<file path="config.mk">
export PLATFORM = sky130hd
export DESIGN_NAME = decc_ctrl
export DESIGN_NICKNAME = d
export VERILOG_FILES = /design/src/rtl/core/decc_pkg.sv /design/src/rtl/core/decc_ctrl.sv
export SDC_FILE = /design/constraint.sdc
export NUM_CORES = 1
export LEC_CHECK = 0
export BUFFER_PORTS_ARGS = -buffer_cell sky130_fd_sc_hd__buf_2
export CAP_MARGIN = 20
export CORE_MARGIN = 2
export CORE_UTILIZATION = 25
export CTS_CLUSTER_SIZE = 14
export DETAILED_ROUTE_END_ITERATION = 12
export GPL_TIMING_DRIVEN = 0
export SLEW_MARGIN = 20
export SYNTH_ARGS = -nofsm -noshare
export SYNTH_HDL_FRONTEND = slang
export SYNTH_SLANG_ARGS = --single-unit
</file>
<file path="constraint.sdc">
create_clock -name clk -period 1.7 [get_ports clk]
set_input_delay 0 -clock clk [delete_from_list [all_inputs] [get_ports clk]]
set_output_delay 0 -clock clk [all_outputs]
set_load 0.01 [all_outputs]
</file>
<file path="src/rtl/core/decc_pkg.sv">
// Shared types, constants and helpers for the directed Euler circuit checker.
// No dependencies; used by every module of the block.
`default_nettype none
package decc_pkg;
	localparam int MAX_VERTICES = 64;
	localparam int VW           = $clog2(MAX_VERTICES);
	localparam int NW           = $clog2(MAX_VERTICES + 1);
	localparam int CNT_W        = 7;
	localparam int MAX_EDGES    = 4096;
	localparam int DEG_W        = $clog2(MAX_EDGES + 1);

	typedef logic [MAX_VERTICES-1:0] vmask_t;
	typedef logic [VW-1:0]           vidx_t;

	typedef enum logic [1:0] {
		CAUSE_OK   = 2'd0,
		CAUSE_CONN = 2'd1,
		CAUSE_DEG  = 2'd2,
		CAUSE_ERR  = 2'd3
	} cause_t;

	// controller -> datapath
	typedef struct packed {
		logic load;     // item beat accepted this cycle
		logic edge_wr;  // commit the latched edge
		logic init;     // seed search from start vertex
		logic pick;     // take next unprocessed visited vertex
		logic merge;    // fold its row into the visited set
		logic transp;   // search over the transpose
		logic sw_start; // degree sweep from vertex zero
		logic sw_next;  // advance degree sweep
		logic clear;    // drop graph state
	} decc_cmd_t;

	// datapath -> controller
	typedef struct packed {
		logic item_last;
		logic err;
		logic any_out;
		logic any_in;
		logic cand_any;
		logic cover_ok;
		logic deg_eq;
		logic sw_last;
	} decc_sts_t;

	function automatic vidx_t low_index(input vmask_t m);
		vmask_t lb;
		vidx_t  idx;
		lb  = m & (~m + vmask_t'(1));
		idx = '0;
		for (int i = 0; i < MAX_VERTICES; i++)
			if (lb[i]) idx = idx | vidx_t'(i);
		return idx;
	endfunction

	function automatic vmask_t onehot(input vidx_t i);
		return vmask_t'(1) << i;
	endfunction
endpackage
`default_nettype wire

</file>
<file path="src/rtl/core/decc_ctrl.sv">
// Sequencer of the Euler circuit checker: loading, two searches, degree sweep.
// Depends on decc_pkg; drives decc_dpath through command/status structs.
`default_nettype none
module decc_ctrl (
	input  wire logic               clk,
	input  wire logic               arst_n,
	input  wire logic               start,
	output logic                    busy,
	output logic                    done,
	output logic                    is_eulerian,
	output logic [1:0]              cause,
	output decc_pkg::decc_cmd_t     cmd,
	input  decc_pkg::decc_sts_t     sts
);
	import decc_pkg::*;

	typedef enum logic [2:0] {
		S_IDLE, S_EDGE, S_EVAL, S_PICK, S_MERGE, S_SW_RD, S_SW_CHK, S_DONE
	} state_t;

	state_t state_q;
	logic   pass_q;
	logic   done_q;
	cause_t cause_q;

	assign busy        = (state_q != S_IDLE);
	assign done        = done_q;
	assign cause       = cause_q;
	assign is_eulerian = (cause_q == CAUSE_OK);

	always_comb begin
		cmd          = '0;
		cmd.transp   = pass_q;
		case (state_q)
			S_IDLE:   cmd.load = start;
			S_EDGE:   cmd.edge_wr = 1'b1;
			S_EVAL:   cmd.init = !sts.err && sts.any_out;
			S_PICK: begin
				cmd.pick     = sts.cand_any;
				cmd.init     = !sts.cand_any && sts.cover_ok && !pass_q;
				cmd.sw_start = !sts.cand_any && sts.cover_ok && pass_q;
			end
			S_MERGE:  cmd.merge = 1'b1;
			S_SW_CHK: cmd.sw_next = sts.deg_eq && !sts.sw_last;
			S_DONE:   cmd.clear = 1'b1;
			default:  cmd = '0;
		endcase
	end

	always_ff @(posedge clk or negedge arst_n) begin
		if (!arst_n) begin
			state_q <= S_IDLE;
			pass_q  <= 1'b0;
			done_q  <= 1'b0;
			cause_q <= CAUSE_OK;
		end else begin
			done_q <= 1'b0;
			case (state_q)
				S_IDLE: if (start) state_q <= S_EDGE;
				S_EDGE: state_q <= sts.item_last ? S_EVAL : S_IDLE;
				S_EVAL: begin
					pass_q <= 1'b0;
					if (sts.err) begin
						cause_q <= CAUSE_ERR;
						done_q  <= 1'b1;
						state_q <= S_DONE;
					end else if (!sts.any_out) begin
						cause_q <= sts.any_in ? CAUSE_CONN : CAUSE_OK;
						done_q  <= 1'b1;
						state_q <= S_DONE;
					end else begin
						state_q <= S_PICK;
					end
				end
				S_PICK: begin
					if (sts.cand_any) begin
						state_q <= S_MERGE;
					end else if (!sts.cover_ok) begin
						cause_q <= CAUSE_CONN;
						done_q  <= 1'b1;
						state_q <= S_DONE;
					end else if (!pass_q) begin
						pass_q <= 1'b1;
					end else begin
						state_q <= S_SW_RD;
					end
				end
				S_MERGE: state_q <= S_PICK;
				S_SW_RD: state_q <= S_SW_CHK;
				S_SW_CHK: begin
					if (!sts.deg_eq) begin
						cause_q <= CAUSE_DEG;
						done_q  <= 1'b1;
						state_q <= S_DONE;
					end else if (sts.sw_last) begin
						cause_q <= CAUSE_OK;
						done_q  <= 1'b1;
						state_q <= S_DONE;
					end else begin
						state_q <= S_SW_RD;
					end
				end
				S_DONE:  state_q <= S_IDLE;
				default: state_q <= S_IDLE;
			endcase
		end
	end
endmodule
`default_nettype wire

</file>
==> results summary <==
The tool flagged a number of max-cap violations equal to 0. The worst pin sits at a relative slew slack of 0.782. The synthesized design contains 0 enable-type register cells. The aggregate global-route resource usage came out at 0.114. The required time of the critical path came out at 1700 ps. The number of buffers on the longest clock path is 2. The maximum fanout along the worst path is 10.

The worst setup path is of the flip-flop to primary output kind. The width of the die is 49.1 um. The sequential fraction of the synthesis area came out at 0.345. The largest net degree at the start of global routing is 11. For this run, the leading register cell type out of synthesis is sky130_fd_sc_hd__dfrtp_1. The number of nets in the synthesized netlist came out at 70. The detailed placer's ending HPWL came out at between 1 and 1.5 mm.

The synthesized design contains 7 register bits. The layout overhead on the synthesized area is 37.4%. The number of remaining DRC errors is 0. After synthesis, the most frequently instantiated cells are 8 x sky130_fd_sc_hd__nor2_1, 7 x sky130_fd_sc_hd__dfrtp_1, 5 x sky130_fd_sc_hd__inv_1, 5 x sky130_fd_sc_hd__nand2_1. The power density over cell area came out at 1700 nW/um^2. The detailed-route via count came out at ~500. The largest clock skew in the final design is 0.785 ps.

The global routing met3 resource utilization came out at 0.0245. The post-detailed-route count of antenna-violating nets came out at 0. The number of hold violations in the final report is 0. The number of instances in the synthesized netlist is 59. The proportion of synthesized flip-flops having asynchronous set or reset is 1.00.

The initial utilization of the core area, before any placement, comes to 0.262. The remaining global-route overflow came out at 0. The number of top-level pins is 25. The share of synthesized area in the top cell type comes to 0.345. The synthesized area divided by synthesized cell count is 8.61 um^2. The number of setup buffers added after CTS is 0. After floorplanning, the core was sized to cover 1940 um^2. In this run, the number of DRC markers left after iteration 0 of detailed routing was 8. For this run, the detailed router's first-pass iteration total came to 4. The number of buffers inserted by hold repair at cts is 1. met2 is the most crowded layer. The row count came out at 16.

The buffer cell driving the clock tree root is sky130_fd_sc_hd__clkbuf_4. The final-report setup violation count came out at 0. The cell accounting for the most synthesized area is sky130_fd_sc_hd__dfrtp_1. The flow ran to the end, and the final reports show no timing, DRC or antenna violations. The via count of the first global-routing pass is around 470. From bottom edge to top edge, the die measures 49.1 um.

The overall die area came out at ~2400 um^2. Timing would allow up to 0.650 GHz. The routed via count divided by cell count is around 4.4. Clock latency on the worst-skew pair, taken at its later pin, is 240 ps. The quantity of gates resized following cts came out at 0. The post-route fraction of the period consumed by the critical path is 0.904.

After synthesis, the cell types taking the most area are sky130_fd_sc_hd__dfrtp_1 34%, sky130_fd_sc_hd__mux2_4 5.9%, sky130_fd_sc_hd__nor2_1 5.9%, sky130_fd_sc_hd__inv_1 3.7%, sky130_fd_sc_hd__nand2_1 3.7%. The global routing usage on met1 came out at 0.146. The number of clock sinks seen by CTS came out at 7. The number of warnings reported in the yosys synthesis log is 0.

STA puts the critical path data arrival time at 1540 ps. The detail-routed net length per standard cell is 11.0 um. Setup repair after global routing left no endpoint under its margin. The net count of the finished layout came out at 100.

At the end of the flow the core is filled with cells to 0.360. The worst hold path belongs to the class input port to flip-flop. The total inserted antenna cells is 0. The slew of the pin with the lowest slew margin is 326 ps. Yosys instantiated no cell more often than sky130_fd_sc_hd__nor2_1. The count of final max-slew check failures came out at 0. The initial antenna violation count was 0.

The number of buffers inserted by port buffering came out at 24. The worst voltage drop across the vdd grid is 0.537 mV. The post-synthesis cell area is 508 um^2.

In the final layout, the share of cells above drive strength 1 is 0.386. The met2 demand-to-capacity share in global routing is 0.173. The worst setup path is launched from a flip-flop. The aggregate routed wire length came out at about 1.3 mm. The final RePlAce weighted congestion is 0.763. The clock-pin slew reported for the worst setup and hold paths after clock tree synthesis is approximately 50 ps. The number of different library cells in the post-synthesis netlist is 32. The total leakage power is 0.358 nW. STA classifies the critical path endpoint as a primary output. The number of H-tree branching levels is 1. Counting the buffers created by CTS gives 3. The smallest clock period supported by the final layout is computed as 1540 ps. The global-route wire length before repair came out at approximately 2.1 mm. TritonCTS built the clock tree. The setup TNS after final layout is 0 ps.
==> flip-flops by register name, summed over array words and instances (netlist names) <==
name / cells
cause: 2
done: 1
pass_q: 1
state_q: 3
==> where the power goes <==
part           switching, mW  internal [mW]  total, mW
sequential            0.0715          0.250      0.322
clock                 0.0576         0.0893      0.147
combinational          0.368          0.349      0.717
total                  0.497          0.688       1.19
==> stage by stage <==
step	hold slack, ps	area, um^2	cells	worst slack (ps)	power (mW)
2_1_floorplan	-296	508	59	413	0.832
3_5_place_dp	-158	662	110	328	1.04
5_1_grt	96.0	698	115	50.3	1.29
4_1_cts	46.6	698	115	161	1.20
3_3_place_gp	-159	662	110	338	1.03
6_report	62.0	698	115	162	1.19
==> routing by layer <==
layer / up-vias / wire length, um / share of wire
li1: 261 / - / -
met5: - / 0 / 0
met4: 0 / 5 / 0.0040
met2: 15 / 590 / 0.47
met1: 232 / 604 / 0.48
met3: 2 / 63 / 0.050
==> path summary, 6_finish.rpt <==
kind | from | to | slack, ps | depth (start not counted)
max in group asynchronous | arst_n | cause[0] | 1440 | 2
max reg2reg | state_q[2] | cause[0] | 310 | 5
min reg2reg | cause[1] | cause[1] | 530 | 1
min | start | state_q[0] | 60 | 3
max | state_q[0] | cmd[8] | 160 | 4
min in group asynchronous | arst_n | done | 110 | 2
==> cell type report <==
cell class / count / area, um^2
Timing Repair Buffer: 25 / 130
Clock buffer: 4 / 26.3
Fill cell: 213 / 1240
Multi-Input combinational cell: 44 / 298
Inverter: 5 / 18.8
Tap cell: 27 / 33.8
Sequential cell: 7 / 175
Buffer: 3 / 16.3
==> placed cells by master, fill, tap and decap left out, types with 2 or more instances in the layout <==
master,count
sky130_fd_sc_hd__a21oi_1,2
sky130_fd_sc_hd__and2b_1,2
sky130_fd_sc_hd__buf_2,25
sky130_fd_sc_hd__clkbuf_1,2
sky130_fd_sc_hd__clkbuf_4,3
sky130_fd_sc_hd__dfrtp_1,7
sky130_fd_sc_hd__inv_1,5
sky130_fd_sc_hd__mux2_4,2
sky130_fd_sc_hd__nand2_1,5
sky130_fd_sc_hd__nor2_1,8
sky130_fd_sc_hd__nor2b_1,2
sky130_fd_sc_hd__o21a_1,2
sky130_fd_sc_hd__o21ai_0,2
==> cell families (layout without fill, tap and decap cells) <==
logic type	after synthesis	after routing	synth area share
AND/OR/NAND/NOR	29	29	0.325
multiplexers	2	2	0.0591
flip-flops	7	7	0.345
AO/OA/AOI/OAI	13	13	0.202
buffers and inverters	8	37	0.0690
==> worst max-delay path, stage by stage, from the launching register on <==
cell and delay (ps):
sky130_fd_sc_hd__dfrtp_1 420, sky130_fd_sc_hd__clkbuf_1 210, sky130_fd_sc_hd__or3_1 410, sky130_fd_sc_hd__nor2_1 100, sky130_fd_sc_hd__buf_2 140
No activity file was read; power rests on OpenSTA's default activity.
